**src/design/fpa_pkg.sv**
```systemverilog
// Shared types, command codes and saturation helpers for the Q24.8 fixed-point ALU.
// Used by every module of the block; depends on nothing.
`default_nettype none
package fpa_pkg;

    localparam int FpaFracBits = 8;

    typedef enum logic [3:0] {
        CMD_ADD, CMD_SUB, CMD_MUL, CMD_DIV, CMD_GT, CMD_LT, CMD_GE, CMD_LE,
        CMD_EQ, CMD_NE, CMD_MIN, CMD_MAX, CMD_INC, CMD_DEC, CMD_TO_INT, CMD_FROM_INT
    } cmd_t;

    localparam logic [1:0] ST_OK    = 2'd0;
    localparam logic [1:0] ST_SAT   = 2'd1;
    localparam logic [1:0] ST_DIVZ  = 2'd2;

    // Sideband carried down the pipeline with every transaction.
    typedef struct packed {
        cmd_t        cmd;
        logic [31:0] res;    // finished result of the simple commands
        logic        cmp;
        logic [1:0]  st;
        logic [63:0] prod;   // magnitude product for multiply
        logic        neg;    // sign of product or quotient
        logic        divz;
    } side_t;

    typedef struct packed {
        logic [31:0] val;
        logic        sat;
    } clamp_t;

    function automatic clamp_t clamp_wide(input logic signed [63:0] v);
        clamp_t c;
        c.sat = 1'b0;
        c.val = v[31:0];
        if (v > 64'sh0000_0000_7FFF_FFFF) begin
            c.sat = 1'b1;
            c.val = 32'h7FFF_FFFF;
        end else if (v < -64'sh0000_0000_8000_0000) begin
            c.sat = 1'b1;
            c.val = 32'h8000_0000;
        end
        return c;
    endfunction

    function automatic clamp_t clamp_mag(input logic neg, input logic [63:0] mag);
        clamp_t c;
        c.sat = 1'b0;
        c.val = 32'd0;
        if (neg) begin
            if (mag > 64'h0000_0000_8000_0000) begin
                c.sat = 1'b1;
                c.val = 32'h8000_0000;
            end else begin
                c.val = (~mag[31:0]) + 32'd1;
            end
        end else begin
            if (mag > 64'h0000_0000_7FFF_FFFF) begin
                c.sat = 1'b1;
                c.val = 32'h7FFF_FFFF;
            end else begin
                c.val = mag[31:0];
            end
        end
        return c;
    endfunction

endpackage
`default_nettype wire

```
**src/design/fpa_round.sv**
```systemverilog
// Rounding stage: round the product and the quotient to nearest, halves away from zero.
// Depends on fpa_pkg for the sideband type.
`default_nettype none
module fpa_round
    import fpa_pkg::*;
#(
    parameter int FRACTION_BITS = FpaFracBits,
    parameter int NW            = 32 + FpaFracBits
) (
    input  wire logic          aclk,
    input  wire logic          aresetn,
    input  wire logic          en,
    input  wire logic          in_valid,
    input  wire side_t         in_side,
    input  wire logic [31:0]   in_den,
    input  wire logic [31:0]   in_rem,
    input  wire logic [NW-1:0] in_quo,
    output logic               out_valid,
    output side_t              out_side,
    output logic [63:0]        out_mul_mag,
    output logic [63:0]        out_div_mag
);

    localparam logic [63:0] Half = 64'd1 << (FRACTION_BITS - 1);

    logic [63:0] mul_sum;
    logic        up;
    logic        valid_reg;
    side_t       side_reg;
    logic [63:0] mul_reg;
    logic [63:0] div_reg;

    always_comb begin
        mul_sum = in_side.prod + Half;
        // remainder at least half the divisor rounds the quotient up
        up      = {in_rem, 1'b0} >= {1'b0, in_den};
    end

    always_ff @(posedge aclk) begin
        if (!aresetn) begin
            valid_reg <= 1'b0;
        end else if (en) begin
            valid_reg <= in_valid;
        end
    end

    always_ff @(posedge aclk) begin
        if (en) begin
            side_reg <= in_side;
            mul_reg  <= mul_sum >> FRACTION_BITS;
            div_reg  <= 64'(in_quo) + 64'(up);
        end
    end

    assign out_valid   = valid_reg;
    assign out_side    = side_reg;
    assign out_mul_mag = mul_reg;
    assign out_div_mag = div_reg;

endmodule
`default_nettype wire

```
**config.mk**
```make
export PLATFORM = sky130hd
export DESIGN_NAME = fpa_round
export DESIGN_NICKNAME = d
export VERILOG_FILES = /design/src/design/fpa_pkg.sv /design/src/design/fpa_round.sv
export SDC_FILE = /design/constraint.sdc
export NUM_CORES = 1
export LEC_CHECK = 0
export ABC_AREA = 0
export BUFFER_PORTS_ARGS = -buffer_cell sky130_fd_sc_hd__buf_2
export CORE_AREA = 2 2 176 178
export DETAILED_ROUTE_END_ITERATION = 10
export DIE_AREA = 0 0 178 180
export HOLD_SLACK_MARGIN = 0.05
export PLACE_DENSITY = 0.59
export SLEW_MARGIN = 0
export SYNTH_ARGS = -nofsm -noshare
export SYNTH_HDL_FRONTEND = slang
export SYNTH_SLANG_ARGS = --single-unit
```
**constraint.sdc**
```tcl
create_clock -name aclk -period 4.2 [get_ports aclk]
set_input_delay 0.84 -clock aclk [delete_from_list [all_inputs] [get_ports aclk]]
set_output_delay 0.84 -clock aclk [all_outputs]
set_load 0.02 [all_outputs]
```
==> out/qor.json <==
{
  "status": "finished clean",
  "final-hold-violation-count": 0,
  "post-route-worst-setup-slack_ps": 864,
  "numCtsBuffers": 23,
  "netlist.top_cell.by_area": "edfxtp_1",
  "coreArea_um2": 30200,
  "synth_seq_cells": 203,
  "dp.cells": 1440,
  "globalplace.congestion": 0.800,
  "starting_density_of_the_core": 0.300,
  "switching_share": 0.250,
  "route.detailed.drc": 0,
  "layoutNonFillerInstCount": 1482,
  "final.period_utilization": 0.794,
  "crit_arrival_ps": 3610,
  "die_area_um2": 32000,
  "post_cts_resized": 0,
  "crit_chain": "buf_2, ha_1, a21o_1, a211oi_1, o211ai_1, o21ai_0, a21oi_1, ha_1, nand3_1, nor3b_2, nand3_1, xnor2_1",
  "via_count_of_the_first_global_routing_pass": 6672,
  "track_usage": 0.151,
  "dpl-instance-area_um2": 11500,
  "critical_path.slowest_cell": "nor3b_2",
  "avgRoutedWirePerCell_um": 17.0,
  "power.share.clock": 0.397,
  "num_vias": 6583,
  "drive_above_1_share": 0.434,
  "cts.clk_slew.worst_paths_ps": 60,
  "ctsRootBufferMaster": "clkbuf_16",
  "cts_setup_buffers": 0,
  "critical_path.endpoint_type": "flop",
  "cts_max_path_buffers": 3,
  "grt_first_pass_wirelength_um": 37300,
  "dr.first_iter.drc_count": 295,
  "worst_clock_skew_ps": 0,
  "std_cell_rows": 64,
  "timing.max_slew.rel_slack": 0.389,
  "hold_class": "in2reg",
  "irDropWorstVdd_mv": 0.218,
  "maximum_number_of_pins_on_one_net_before_global_route_repair": 99,
  "critPathMaxFanout": 7,
  "max_clock_freq_mhz": 300,
  "tritoncts": "yes",
  "drv_cap": 0,
  "clock_sink_count": 203,
  "drt_pass1_iterations": 4,
  "final_max_slew_viol_count": 0,
  "power.internal_w": 0.00397,
  "net-switching-power_w": 0.00133,
  "worstSkewPairLatency_ps": 510,
  "hpwlAfterDp_um": 20100,
  "port-buffer-count": 415,
  "synth_top_cell_area_share": 0.670,
  "setup_repair_after_global_routing_missed_its_margin": "no",
  "critical_path_required_time_ps": 4470,
  "drt_wl_total_um": 25200,
  "preCtsSetupSlack_ps": 242,
  "postSynthCellCount": 629,
  "antenna_found_initial": 0,
  "grt_overflow_total": 0,
  "post-route-min-period_ps": 3340,
  "worst_path_largest_cell_delay_ps": 530,
  "ys_seq_area_frac": 0.672,
  "syn-cell-area_um2": 9050,
  "layout.filler_cells": 2893,
  "power.density_cell_area_nw_per_um2": 429,
  "setup_viol": 0,
  "netlist-cell-type-count": 41,
  "static-leakage-power_nw": 5.29,
  "area_delta_synth_final_pct": 36.3,
  "setup.worst_path.start_class": "input port",
  "nNetsFinal": 1317,
  "post_synth.cell_area_avg_um2": 14.4,
  "detail_route_antenna_nets": 0,
  "viasPerCell": 4.44,
  "whs_ps": 503,
  "critPathKind": "in2reg",
  "top_level_ports": 447,
  "power.share.sequential": 0.463,
  "total_number_of_h_tree_levels": 1,
  "synth_area_leaders": "edfxtp_1 (67%), xnor2_1 (5.1%), ha_1 (4.8%)",
  "postLayoutCellArea_um2": 12300,
  "accumulated_negative_setup_slack_ps": 0,
  "antenna_cells_inserted": 0,
  "fp.dieH_um": 180,
  "p_comb_frac": 0.140,
  "die_w_um": 178,
  "ys.warnings.count": 0,
  "worst_slew_pin_slew_ps": 916,
  "cts_hold_buf": 0
}
per-stage QoR:
step                      utilization  total power, W
final                           0.409         0.00530
after global routing            0.409         0.00551
after CTS                       0.409         0.00536
after detailed placement        0.382         0.00324
after global placement          0.382         0.00323
after floorplan                     -         0.00287
worst max-delay path, delay by kind of cell:
| family | cells | cell delay, ps |
|---|---|---|
| AO/OA/AOI/OAI | 5 | 930 |
| XOR/XNOR | 1 | 160 |
| adder cells (fa/ha/maj) | 2 | 570 |
| buffers and inverters | 1 | 110 |
| AND/OR/NAND/NOR | 3 | 980 |
cell usage after synthesis:
cell type	n
nor3_1	7
nor3b_2	1
buf_4	31
nand4b_1	2
nor4_2	6
nor3b_1	2
o211ai_1	2
nand4_4	1
o21ai_0	3
nand4_1	21
conb_1	1
buf_6	2
and4_4	1
and2_1	6
and3_1	11
mux2i_1	1
a21o_1	2
clkbuf_1	3
dfxtp_1	1
nor4_1	12
or4b_1	1
a31oi_1	1
a41oi_1	1
and4_1	11
nor2_1	25
a221o_1	1
ha_1	35
inv_1	40
xor2_1	40
nand3_1	32
a211oi_1	2
nor3_2	4
edfxtp_1	202
a211o_1	1
nor3_4	1
or2_2	2
a21oi_1	11
xnor2_1	53
nand2_1	46
nor2b_1	2
o2111ai_1	2
kinds of logic (layout without fill, tap and decap cells):
logic type	count (synthesis)	after routing	share of synthesized area
flops	203	203	0.672
compound gates	26	26	0.0184
simple gates	194	194	0.123
buf+inv	76	503	0.0460
other cells	1	31	0.000414
xor+xnor	93	93	0.0900
mux	1	1	0.00111
fa+ha+maj	35	35	0.0484
area by class of cell:
class | instances | area [um^2] | area share
inverters | 40 | 150 | 0.0122
clock buffers | 25 | 583 | 0.0473
repair buffers | 421 | 2140 | 0.174
multi-input cells | 380 | 2660 | 0.216
well taps | 396 | 495 | 0.0402
clock inverters | 17 | 215 | 0.0174
flip-flops and latches | 203 | 6090 | 0.493
registers in the layout, indices dropped and copies added, names as in the netlist:
| name | flops |
|---|---|
| out_div_mag | 41 |
| out_mul_mag | 56 |
| out_side | 105 |
| out_valid | 1 |
final timing paths:
kind | start | end | slack, ps | cells past startpoint
worst max register to register | out_valid | out_valid | 3610 | 2
worst max-delay path | in_rem[29] | out_div_mag[39] | 860 | 12
worst min-delay path | in_side[82] | out_side[82] | 500 | 1
worst min register to register | out_valid | out_valid | 520 | 2
per-layer routing:
metal	track usage	wire length, um
met1	0.159	8890
met2	0.281	13000
met3	0.0438	2550
met4	0.0521	759
met5	0	0
cell usage in the layout (no fill, tap or decap), types with 3 or more instances in the layout:
master	n
clkbuf_16	23
o21ai_0	3
nor3_1	7
and2_1	6
ha_1	35
clkinv_1	6
bufinv_16	5
edfxtp_1	202
nor4_1	12
nand4_1	21
nand2_1	46
buf_4	5
nor2_1	25
clkinv_2	3
nor3_2	4
xnor2_1	53
conb_1	31
buf_2	414
xor2_1	40
nor4_2	6
inv_1	40
and3_1	11
and4_1	11
nand3_1	32
a21oi_1	11
power by group through the flow:
| stage | Clock [W] | Sequential, W | Combinational (W) |
|---|---|---|---|
| after global routing | 0.00224 | 0.00247 | 0.000799 |
| after floorplan | 0 | 0.00271 | 0.000160 |
| after detailed placement | 0 | 0.00249 | 0.000749 |
| final | 0.00210 | 0.00245 | 0.000741 |
| after global placement | 0 | 0.00249 | 0.000741 |
| after CTS | 0.00216 | 0.00245 | 0.000751 |
Note: power is estimated with default switching activity, not from simulation.
