$ cat src/design/fpa_pkg.sv
// Shared types, command codes and saturation helpers for the Q24.8 fixed-point ALU.
// Used by every module of the block; depends on nothing.
`default_nettype none
package fpa_pkg;

    localparam int FpaFracBits = 8;

    typedef enum logic [3:0] {
        CMD_ADD, CMD_SUB, CMD_MUL, CMD_DIV, CMD_GT, CMD_LT, CMD_GE, CMD_LE,
        CMD_EQ, CMD_NE, CMD_MIN, CMD_MAX, CMD_INC, CMD_DEC, CMD_TO_INT, CMD_FROM_INT
    } cmd_t;

    localparam logic [1:0] ST_OK    = 2'd0;
    localparam logic [1:0] ST_SAT   = 2'd1;
    localparam logic [1:0] ST_DIVZ  = 2'd2;

    // Sideband carried down the pipeline with every transaction.
    typedef struct packed {
        cmd_t        cmd;
        logic [31:0] res;    // finished result of the simple commands
        logic        cmp;
        logic [1:0]  st;
        logic [63:0] prod;   // magnitude product for multiply
        logic        neg;    // sign of product or quotient
        logic        divz;
    } side_t;

    typedef struct packed {
        logic [31:0] val;
        logic        sat;
    } clamp_t;

    function automatic clamp_t clamp_wide(input logic signed [63:0] v);
        clamp_t c;
        c.sat = 1'b0;
        c.val = v[31:0];
        if (v > 64'sh0000_0000_7FFF_FFFF) begin
            c.sat = 1'b1;
            c.val = 32'h7FFF_FFFF;
        end else if (v < -64'sh0000_0000_8000_0000) begin
            c.sat = 1'b1;
            c.val = 32'h8000_0000;
        end
        return c;
    endfunction

    function automatic clamp_t clamp_mag(input logic neg, input logic [63:0] mag);
        clamp_t c;
        c.sat = 1'b0;
        c.val = 32'd0;
        if (neg) begin
            if (mag > 64'h0000_0000_8000_0000) begin
                c.sat = 1'b1;
                c.val = 32'h8000_0000;
            end else begin
                c.val = (~mag[31:0]) + 32'd1;
            end
        end else begin
            if (mag > 64'h0000_0000_7FFF_FFFF) begin
                c.sat = 1'b1;
                c.val = 32'h7FFF_FFFF;
            end else begin
                c.val = mag[31:0];
            end
        end
        return c;
    endfunction

endpackage
`default_nettype wire

$ cat src/design/fpa_div_step.sv
// One registered step of the restoring long divider: one quotient bit per stage.
// Depends on fpa_pkg for the sideband type.
`default_nettype none
module fpa_div_step
    import fpa_pkg::*;
#(
    parameter int NW  = 40,
    parameter int IDX = 0
) (
    input  wire logic          aclk,
    input  wire logic          aresetn,
    input  wire logic          en,
    input  wire logic          in_valid,
    input  wire side_t         in_side,
    input  wire logic [NW-1:0] in_num,
    input  wire logic [31:0]   in_den,
    input  wire logic [31:0]   in_rem,
    input  wire logic [NW-1:0] in_quo,
    output logic               out_valid,
    output side_t              out_side,
    output logic [NW-1:0]      out_num,
    output logic [31:0]        out_den,
    output logic [31:0]        out_rem,
    output logic [NW-1:0]      out_quo
);

    localparam int Bit = NW - 1 - IDX;

    logic [32:0]   trial;
    logic [32:0]   diff;
    logic          fits;
    logic [31:0]   rem_next;
    logic [NW-1:0] quo_next;
    logic          valid_reg;
    side_t         side_reg;
    logic [NW-1:0] num_reg;
    logic [NW-1:0] quo_reg;
    logic [31:0]   den_reg;
    logic [31:0]   rem_reg;

    always_comb begin
        trial    = {in_rem, in_num[Bit]};
        fits     = trial >= {1'b0, in_den};
        diff     = trial - {1'b0, in_den};
        rem_next = fits ? diff[31:0] : trial[31:0];
        quo_next = in_quo;
        quo_next[Bit] = fits;
    end

    always_ff @(posedge aclk) begin
        if (!aresetn) begin
            valid_reg <= 1'b0;
        end else if (en) begin
            valid_reg <= in_valid;
        end
    end

    always_ff @(posedge aclk) begin
        if (en) begin
            side_reg <= in_side;
            num_reg  <= in_num;
            den_reg  <= in_den;
            rem_reg  <= rem_next;
            quo_reg  <= quo_next;
        end
    end

    assign out_valid = valid_reg;
    assign out_side  = side_reg;
    assign out_num   = num_reg;
    assign out_den   = den_reg;
    assign out_rem   = rem_reg;
    assign out_quo   = quo_reg;

endmodule
`default_nettype wire

$ cat config.mk
export PLATFORM = sky130hd
export DESIGN_NAME = fpa_div_step
export DESIGN_NICKNAME = d
export VERILOG_FILES = /design/src/design/fpa_pkg.sv /design/src/design/fpa_div_step.sv
export SDC_FILE = /design/constraint.sdc
export NUM_CORES = 1
export LEC_CHECK = 0
export ABC_AREA = 1
export ABC_CLOCK_PERIOD_IN_PS = 2300
export BUFFER_PORTS_ARGS = -buffer_cell sky130_fd_sc_hd__buf_2
export CAP_MARGIN = 0
export CELL_PAD_IN_SITES_DETAIL_PLACEMENT = 0
export CELL_PAD_IN_SITES_GLOBAL_PLACEMENT = 2
export CORE_ASPECT_RATIO = 1.1
export CORE_UTILIZATION = 25
export CTS_CLUSTER_SIZE = 14
export DETAILED_ROUTE_END_ITERATION = 10
export PLACE_DENSITY = 0.83
export SYNTH_ARGS = -nofsm -noshare
export SYNTH_HDL_FRONTEND = slang
export SYNTH_SLANG_ARGS = --single-unit
$ cat constraint.sdc
create_clock -name aclk -period 2.3 [get_ports aclk]
set_input_delay 0.46 -clock aclk [delete_from_list [all_inputs] [get_ports aclk]]
set_output_delay 0.46 -clock aclk [all_outputs]
set_load 0.02 [all_outputs]
==> summary.txt, run 1 <==
status - completed
FMAX - 501 MHz
Synth Cell Area - 10700 sq um
Multi-input gate area - 2520 sq um
Layout area overhead - 46.3%
met3 Resource Use GR - 7.67%
syn nets - 1186
die area - 43500 sq um
FILL cells - 4335
Synth area leader - edfxtp_1
slew margin rel. - 67.6%
GPL Wtd Cong - 0.881
core area - 42200 sq um
vias in the first global route - 9059
Final Hold Viols - 0
worst r2r path cells - 2
CTS tree - built
Finished Cell Area - 15600 sq um
Via density - 4.18
row count - 79
post-synthesis sequential area ratio - 70.3%
yosys warns - 0
H-tree levels - 1
First-pass DRT Iterations - 5
Crit path required time - 2.61 ns
Static Leak - 7.55 nW
# Post-CTS Setup Buffers - 0
unique cell type count in the Yosys netlist - 27
WL/cell - 20.8 um
leading cell types by total area after synthesis - edfxtp_1 (70%), nand2_1 (9.6%), inv_1 (5.3%)
layout cells sized above 1 - 43.3%
Setup Viol. Count Final - 0
Die H - 219 um
final clock skew - 0 ns
WL final - 44200 um
Post-CTS Resized - 0
CP peak stage delay - 0.42 ns
antenna violations before repair - 27
largest net degree at the start of global routing - 82
IO Count - 503
share of the synthesized area in the top cell type - 70.1%
CTS root buf - clkbuf_16
buffer and inverter count on the worst path - 3
crit path kind - input pin to flip-flop
clk_lat worst skew - 0.55 ns
Crit-path slowest cell - fa_1
peak supply drop - 0.000474 V
Worst Setup End Kind - flip-flop
most common cell after layout, fill and taps aside - buf_2
Post-DP HPWL - 35900 um
Residual DRC - 0
Avg Inst Size Synth - 11.9 sq um
met2 Resource Use GR - 33.8%
initial core utilization - 25.3%
cell area after placement - 14700 sq um
first-pass GRT wire length - 60400 um
CTS max path bufs - 3
critical path depth - 14
post-cts hold buffer count - 0
worst-path fanout max - 3
Clock Sinks - 250
Initial DRC Count - 489
RSZ-0062 raised after global routing - false
grt peak-use layer - met2
Min Clock Period, post-route - 1.99 ns
Post-DRT Antenna Nets - 0
IO Port Bufs - 501
layout net count - 1814
met1 usage - 22.6%
Mapped Cells - 900
worst path arrival time - 2.30 ns
fin. max-slew vios - 0
GRT Total Usage - 19.7%
Die X - 199 um
PwrDens - 790 nW/um^2
hold path depth - 1
commonest cells after routing, fill and taps aside - buf_2 (500), nand2_1 (274), edfxtp_1 (249), inv_1 (151), buf_4 (96)
Startpoint Class - input pin
Hold Slack - 0.0782 ns
Reg area - 7500 sq um
#FFs+latches synth - 250
total gr overflow - 0
via count - 8860
CP cell instances - buf_2 > inv_1 > ha_1 > fa_1 > inv_1 > nand3_1 > nand3_1 > nand3_1 > nand2_1 > nand2_1 > nand2_1 > nand2_1 > nand3_1 > nand2_1
CP delay by family, top - simple AND/OR/NAND/NOR gates
CTS clock-pin slew for the worst setup and hold paths - 0.06 ns
final period utilization - 86.7%
Crit path top cell by count - nand2_1
Slew @ Worst Pin - 0.486 ns
Worst Hold Class - input pin to flip-flop
# Max-Cap Violations - 0
Finished Core Util - 37.0%
CTS Buf Count - 29
-- synth_stat cells, drive strengths merged --
cell type    n
nand3       67
nand3b      11
a21oi       22
nor2        38
ha          32
xnor2        1
fa           1
and2         8
buf         10
o21ai        3
edfxtp     249
a21o         2
inv        151
xor2        13
nand2      279
nor3         9
dfxtp        1
nand4        3
-- power breakdown --
group,internal (mW),switching [mW],total [mW]
logic,0.896,1.55,2.44
clock network,2.42,1.88,4.30
registers,5.48,0.116,5.60
total,8.80,3.54,12.3
-- registers in the layout, summed over array words and instances (netlist names) --
register,flops
out_side,105
out_num,40
out_quo,40
out_den,32
out_rem,32
out_valid,1
-- cell type report --
| type | count | share of cell area (%) |
|---|---|---|
| Antenna cell | 9 | 0.144 |
| Clock buffer | 35 | 4.79 |
| Clock inverter | 14 | 0.705 |
| Inverter | 151 | 3.63 |
| Multi-Input combinational cell | 489 | 16.1 |
| Sequential cell | 250 | 48.0 |
| Tap cell | 567 | 4.54 |
| Timing Repair Buffer | 607 | 22.0 |
-- kinds of logic (layout without fill, tap and decap cells) --
kind of cell	count (synthesis)	after routing	share of synthesized area, %
AOI/OAI and AO/OA	27	27	1.31
adders and majority gates	33	33	3.94
xor gates and xnor gates	14	14	1.15
DFF	250	250	70.3
other	0	9	0
and+or+nand+nor	415	415	17.2
buffers and inverters	161	807	6.12
-- path summary, 6_finish.rpt --
kind                                              from                endpoint  slack, ns
worst max-delay path                        in_num[39]   out_rem[28]$_DFFE_PP_       0.31
worst min-delay path                        in_quo[19]   out_quo[19]$_DFFE_PP_       0.08
worst max register to register  out_valid$_SDFFE_PN0P_  out_valid$_SDFFE_PN0P_       1.63
worst min register to register  out_valid$_SDFFE_PN0P_  out_valid$_SDFFE_PN0P_       0.57
-- routing by layer --
layer	share of wire (%)	vias up	wire [um]
met4	2.4	22	1070
met1	38	4145	16900
li1	-	4255	-
met5	0.32	-	143
met2	48	359	21400
met3	11	79	4690
-- worst register-to-register path: stages, from the launching register on --
cell,delay [ns]
dfxtp_1,0.31
o21ai_0,0.17
a21oi_1,0.06
-- through the flow --
stage	setup TNS [ns]	setup WS [ns]	cells	total power [mW]
after CTS	0	0.313	2113	12.5
after global placement	-6.67	-0.263	2064	8.16
after detailed placement	-6.99	-0.279	2064	8.17
after global routing	0	0.140	2116	12.9
after floorplan	0	0.225	900	6.86
final	0	0.306	2122	12.3
(Power assumes the default switching activity.)
==> run 2, diff against run 1 <==
Settings changed: CELL_PAD_IN_SITES_DETAIL_PLACEMENT 0 to unset, CELL_PAD_IN_SITES_GLOBAL_PLACEMENT 2 to unset, PLACE_DENSITY 0.83 to 0.58.
==> run 2 against run 1 <==
Compared with the run above: clock power up 13%; utilization up 0.52 points; sequential share of layout area down 0.67 points; cell count up 0.75%; critical path type unchanged; die area unchanged.
==> summary.txt, run 2 (synthesis results as in run 1) <==
status - completed
H-tree levels - 1 (unchanged)
crit path kind - input pin to flip-flop
IO Port Bufs - 501 (unchanged)
CTS Buf Count - 28 (-3.4%)
Clock Power Share - 37.7% (+2.9 points)
WL/cell - 19.4 um (-7.1%)
# Post-CTS Setup Buffers - 0 (unchanged)
Worst Hold Class - input pin to flip-flop
most common cell after layout, fill and taps aside - buf_2
Min Clock Period, post-route - 2.00 ns (+0.00259 ns)
Worst Slack Setup Final - 0.303 ns (-0.00259 ns)
NetSw - 3.55 mW (+0.20%)
# Max-Cap Violations - 0 (unchanged)
sequential share of power - 43.5% (-1.9 points)
Worst Setup End Kind - flip-flop
slew margin rel. - 74.4% (+6.8 points)
first-pass GRT wire length - 56500 um (-6.5%)
CTS max path bufs - 3 (unchanged)
sw frac - 27.6% (-1.1 points)
Reg area - 7500 sq um (unchanged)
peak supply drop - 0.000526 V (+11%)
FILL cells - 4257 (-1.8%)
Initial DRC Count - 407 (-17%)
Slew @ Worst Pin - 0.385 ns (-0.102 ns)
vias in the first global route - 8876 (-2.0%)
Startpoint Class - input pin
final period utilization - 86.8% (+0.11 points)
worst path arrival time - 2.31 ns (about the same)
Residual DRC - 0 (unchanged)
CTS root buf - clkbuf_16
layout cells sized above 1 - 44.3% (+1.0 points)
worst slack, placed - -0.283 ns (-0.00345 ns)
total gr overflow - 0 (unchanged)
worst-path fanout max - 3 (unchanged)
post-cts hold buffer count - 0 (unchanged)
Hold Slack - 0.0664 ns (-0.0119 ns)
Crit path required time - 2.61 ns (about the same)
final clock skew - 0 ns (unchanged)
antenna violations before repair - 24 (-11%)
via count - 8875 (+0.17%)
row count - 79 (unchanged)
cell area after placement - 14800 sq um (+0.56%)
CTS tree - built
combinational power share - 18.8% (-1.0 points)
GRT Total Usage - 18.2% (-1.5 points)
commonest cells after routing, fill and taps aside - buf_2 (500), nand2_1 (274), edfxtp_1 (249), inv_1 (151), buf_4 (115)
Setup Viol. Count Final - 0 (unchanged)
initial core utilization - 25.3% (unchanged)
Layout area overhead - 48.4%
Finished Cell Area - 15800 sq um (+1.4%)
Post-DP HPWL - 33900 um (-5.7%)
Die X - 199 um (unchanged)
Multi-input gate area - 2520 sq um (unchanged)
Die H - 219 um (unchanged)
layout net count - 1829 (+0.83%)
RSZ-0062 raised after global routing - false
core area - 42200 sq um (unchanged)
largest net degree at the start of global routing - 56 (-32%)
Post-CTS Resized - 0 (unchanged)
Clock Sinks - 250 (unchanged)
Post-DRT Antenna Nets - 0 (unchanged)
Largest register FFs - 105 (unchanged)
GPL Wtd Cong - 0.875 (-0.66%)
FMAX - 501 MHz (-0.13%)
Via density - 4.15 (-0.58%)
CTS clock-pin slew for the worst setup and hold paths - 0.06 ns (about the same)
Static Leak - 7.67 nW (+1.6%)
clk_lat worst skew - 0.56 ns (about the same)
IO Count - 503 (unchanged)
First-pass DRT Iterations - 4 (-1)
fin. max-slew vios - 0 (unchanged)
PwrDens - 812 nW/um^2 (+2.8%)
die area - 43500 sq um (unchanged)
Final Hold Viols - 0 (unchanged)
Int Pwr - 9.31 mW (+5.9%)
WL final - 41400 um (-6.4%)
-- run 2: cell types whose count changed in the layout (fill, tap and decap cells not counted), moves of 3 or more --
| cell | before | now |
|---|---|---|
| buf_12 | 10 | 7 |
| bufinv_16 | 1 | 6 |
| buf_4 | 96 | 115 |
| clkbuf_1 | 6 | 1 |
-- run 2: final cells by class --
cell class	instances	share of cell area [%]
Antenna cell	7	0.111
Multi-Input combinational cell	489	15.9
Inverter	151	3.58
Clock inverter	22	1.87
Tap cell	567	4.48
Timing Repair Buffer	623	22.2
Sequential cell	250	47.3
Clock buffer	29	4.45
-- run 2: worst max-delay path, cell delays in order --
cell and delay, ns:
buf_2 0.09, inv_1 0.05, ha_1 0.22, fa_1 0.42
inv_1 0.13, nand3_1 0.08, nand3_1 0.14, nand3_1 0.09
nand2_1 0.19, nand2_1 0.14, nand2_1 0.10, nand2_1 0.05
nand3_1 0.08, nand2_1 0.05
-- run 2: path summary, 6_finish.rpt --
path	startpoint	end	slack, ns	cells past startpoint
setup reg to reg	out_valid$_SDFFE_PN0P_	out_valid$_SDFFE_PN0P_	1.60	2
hold / removal	in_num[23]	out_num[23]$_DFFE_PP_	0.07	1
hold reg to reg	out_valid$_SDFFE_PN0P_	out_valid$_SDFFE_PN0P_	0.61	2
setup / recovery	in_num[39]	out_rem[28]$_DFFE_PP_	0.30	14
-- run 2: stage by stage --
step | setup TNS, ns | utilization [%] | cells | total power, mW
finish | 0 | 37.5 | 2138 | 12.9
global route | 0 | 37.5 | 2134 | 13.4
CTS | 0 | 37.5 | 2131 | 13.1
detailed placement | -7.42 | 35.1 | 2080 | 8.14
global placement | -6.08 | 35.1 | 2080 | 8.12
floorplan | 0 | - | 900 | 6.86
-- run 2: per-layer routing --
metal	part of all wire (%)	wire length (um)	track usage, %	up-vias
met4	2.8	1170	5.82	20
met1	39	15900	20.6	4151
met5	0.34	142	0	-
met2	49	20200	31.9	340
li1	-	-	-	4281
met3	9.6	3960	6.22	83
-- run 2: power groups by stage --
stage	combinational (mW)	sequential, mW	clock [mW]
final	2.42	5.60	4.85
after global placement	2.43	5.69	0
after global routing	2.62	5.64	5.15
after CTS	2.46	5.61	4.99
after detailed placement	2.45	5.69	0
after floorplan	0.644	6.21	0
==> run 3, diff against run 2 <==
Settings changed: ABC_AREA 1 to unset, ABC_CLOCK_PERIOD_IN_PS 2300 to unset, PLACE_DENSITY 0.58 to 0.59.
==> run 3 against run 2 <==
Compared with the run above: the flow now finishes with violations (negative setup slack); clock-buffer cell count increased by 10; utilization up 2.5 points; sequential cell count is the same; via count fell by 13%; first-iteration DRC count up 3.2%; sequential power hardly changed.
==> summary.txt, run 3 <==
clk_lat worst skew - 0.54 ns (-0.02 ns)
worst path arrival time - 3.03 ns (+0.72 ns)
vias in the first global route - 7992 (-10%)
GPL Wtd Cong - 0.858 (-2.0%)
RSZ-0062 raised after global routing - true
Finished Cell Area - 15300 sq um (-3.6%)
Worst Hold Class - input pin to flip-flop
CTS root buf - clkbuf_16
syn nets - 881 (-26%)
Crit path required time - 2.59 ns (-0.02 ns)
WL/cell - 20.2 um (+4.6%)
most numerous cell in the Yosys netlist - edfxtp_1
CP peak stage delay - 0.60 ns (+0.18 ns)
CTS max path bufs - 3 (unchanged)
unique cell type count in the Yosys netlist - 48 (+78%)
Final Hold Viols - 0 (unchanged)
Avg Inst Size Synth - 16.3 sq um (+38%)
Critical Path End - out_rem[6]$_DFFE_PP_
Clock Sinks - 250 (unchanged)
Die H - 209 um (-4.5%)
fin. max-slew vios - 0 (unchanged)
Setup Viol. Count Final - 33 (+33)
status - complete, but fails checks
critical path startpoint - in_den[8]
WL final - 35800 um (-14%)
IO Port Bufs - 501 (unchanged)
via count - 7689 (-13%)
largest net degree at the start of global routing - 72 (+29%)
#FFs+latches synth - 250 (unchanged)
leading cell types by total area after synthesis - edfxtp_1 (77%), ha_1 (4.1%), a21oi_1 (2.8%)
failing checks - negative setup slack
Mapped Cells - 595 (-34%)
total gr overflow - 0 (unchanged)
initial core utilization - 25.5% (+0.17 points)
IO Count - 503 (unchanged)
layout net count - 1526 (-17%)
GRT Total Usage - 17.4% (-0.79 points)
Residual DRC - 0 (unchanged)
Min Clock Period, post-route - 2.73 ns (+0.738 ns)
layout cells sized above 1 - 59.2% (+15 points)
reg-to-reg critical path endpoint - out_valid$_SDFFE_PN0P_
async set-or-reset flop fraction in the synthesized netlist - 0% (unchanged)
Setup Total Neg Slack - -11.09 ns (-11.09 ns)
die area - 39700 sq um (-8.8%)
Slew @ Worst Pin - 0.454 ns (+0.0699 ns)
share of the synthesized area in the top cell type - 76.9% (+6.9 points)
Startpoint Class - input pin
# Max-Cap Violations - 0 (unchanged)
Post-DRT Antenna Nets - 0 (unchanged)
PwrDens - 827 nW/um^2 (+1.8%)
final period utilization - 119% (+32 points)
CP cell instances - buf_8 > inv_4 > ha_4 > nand4_1 > or4_4 > a21oi_4 > nor3_4 > a211oi_2 > o21ai_2 > o31ai_4 > buf_4 > mux2_4
CTS tree - built
FMAX - 366 MHz (-27%)
Layout area overhead - 57.1%
first-pass GRT wire length - 51100 um (-9.5%)
Worst Slack Setup Final - -0.435 ns (-0.738 ns)
row count - 75 (-5.1%)
Die X - 190 um (-4.5%)
worst-path fanout max - 6 (+3)
Synth area leader - edfxtp_1
H-tree levels - 1 (unchanged)
worst r2r path cells - 2 (unchanged)
core area - 38200 sq um (-9.5%)
Primary FF master, synth - edfxtp_1
antenna violations before repair - 24 (unchanged)
post-synthesis sequential area ratio - 77.1% (+6.9 points)
Worst Setup End Kind - flip-flop
Via density - 4.35 (+4.9%)
reg2reg setup slack - 1.70 ns (+0.10 ns)
slew margin rel. - 69.7% (-4.7 points)
Post-synth top cells - edfxtp_1 (249), a21oi_1 (54), inv_1 (38)
Post-DP HPWL - 27800 um (-18%)
crit path kind - input pin to flip-flop
commonest cells after routing, fill and taps aside - buf_2 (491), edfxtp_1 (249), buf_4 (114), a21oi_1 (31)
Synth Cell Area - 9720 sq um (-8.9%)
CTS clock-pin slew for the worst setup and hold paths - 0.06 ns (about the same)
First-pass DRT Iterations - 4 (unchanged)
worst flop-to-flop path startpoint - out_valid$_SDFFE_PN0P_
post-cts hold buffer count - 0 (unchanged)
peak supply drop - 0.000624 V (+19%)
cell area after placement - 13800 sq um (-6.8%)
final clock skew - 0 ns (unchanged)
most common cell after layout, fill and taps aside - buf_2
yosys warns - 0 (unchanged)
Largest register FFs - 105 (unchanged)
CTS Buf Count - 29 (+3.6%)
number of flops mapped to enable cells by yosys - 249 (unchanged)
Initial DRC Count - 420 (+3.2%)
Crit-path slowest cell - or4_4
Static Leak - 6.69 nW (-13%)
## run 3: cell count changes after synthesis, moves of 11 or more
| cell | previous run | this run |
|---|---|---|
| nand2_1 | 274 | 27 |
| inv_1 | 151 | 38 |
| nand3_1 | 56 | 8 |
| a21oi_1 | 22 | 54 |
| xnor2_1 | 1 | 16 |
| o21ai_0 | 3 | 16 |
| nand3_2 | 11 | 0 |
## run 3: metal layers
layer  track usage, %  part of all wire [%]  wire [um]  up-vias
met5                0                  0.45        161        -
met4             6.28                   3.0       1080       24
met3             6.60                    10       3690       75
met2             29.0                    49      17400      319
met1             20.3                    38      13400     3721
li1                 -                     -          -     3550
## run 3: layout make-up
| cell class | count | area [sq um] |
|---|---|---|
| flip-flops and latches | 250 | 7500 |
| well taps | 500 | 626 |
| multi-input cells | 290 | 2340 |
| clock buffers | 39 | 763 |
| diodes | 5 | 12.5 |
| fillers | 3671 | 22900 |
| inverters | 38 | 155 |
| repair buffers | 631 | 3720 |
| clock inverters | 13 | 151 |
## run 3: worst max-delay path, delay by kind of cell
family                   cells  cell delay [ns]
AND/OR/NAND/NOR              3             0.86
AO/OA/AOI/OAI                4             0.77
adder cells (fa/ha/maj)      1             0.25
multiplexers                 1             0.32
buffers and inverters        3             0.37
## run 3: cells by family after synthesis
| logic type | after synthesis | share of synthesized area, % |
|---|---|---|
| simple gates | 99 | 4.72 |
| xor+xnor | 27 | 2.43 |
| compound gates | 118 | 7.57 |
| buf+inv | 55 | 2.36 |
| fa+ha+maj | 33 | 4.32 |
| flops | 250 | 77.1 |
| mux | 13 | 1.47 |
## run 3: repair_timing
action,4_1_cts,5_1_grt
setup endpoints to repair,33,33
pin swaps,23,11
buffers inserted,12,3
resized for setup,70,28
cloned,3,1
## run 3: how the worst min path moves through the flow
stage                           startpoint                endpoint  slack (ns)  cells past startpoint
detailed placement  out_valid$_SDFFE_PN0P_  out_valid$_SDFFE_PN0P_        0.51                      2
global route                    in_quo[33]   out_quo[33]$_DFFE_PP_        0.05                      1
finish                          in_quo[33]   out_quo[33]$_DFFE_PP_        0.08                      1
floorplan                        in_den[0]    out_den[0]$_DFFE_PP_        0.56                      0
CTS                             in_quo[21]   out_quo[21]$_DFFE_PP_        0.04                      1
global placement    out_valid$_SDFFE_PN0P_  out_valid$_SDFFE_PN0P_        0.51                      2
## run 3: stage by stage
step / hold slack [ns] / worst slack (ns) / power, mW / util, % / cells
3_5_place_dp: 0.508 / -1.19 / 8.01 / 36.2 / 1695
4_1_cts: 0.0385 / -0.414 / 12.8 / 39.8 / 1762
6_report: 0.0831 / -0.435 / 12.6 / 40.0 / 1766
2_1_floorplan: 0.559 / -0.818 / 6.83 / - / 595
3_3_place_gp: 0.509 / -1.12 / 7.99 / 36.2 / 1695
5_1_grt: 0.0498 / -0.530 / 13.2 / 40.0 / 1762
## run 3: power breakdown
| part | switching (mW) | internal, mW |
|---|---|---|
| Combinational | 1.47 | 1.04 |
| Sequential | 0.107 | 5.49 |
| Clock | 1.86 | 2.66 |
| Total | 3.44 | 9.19 |
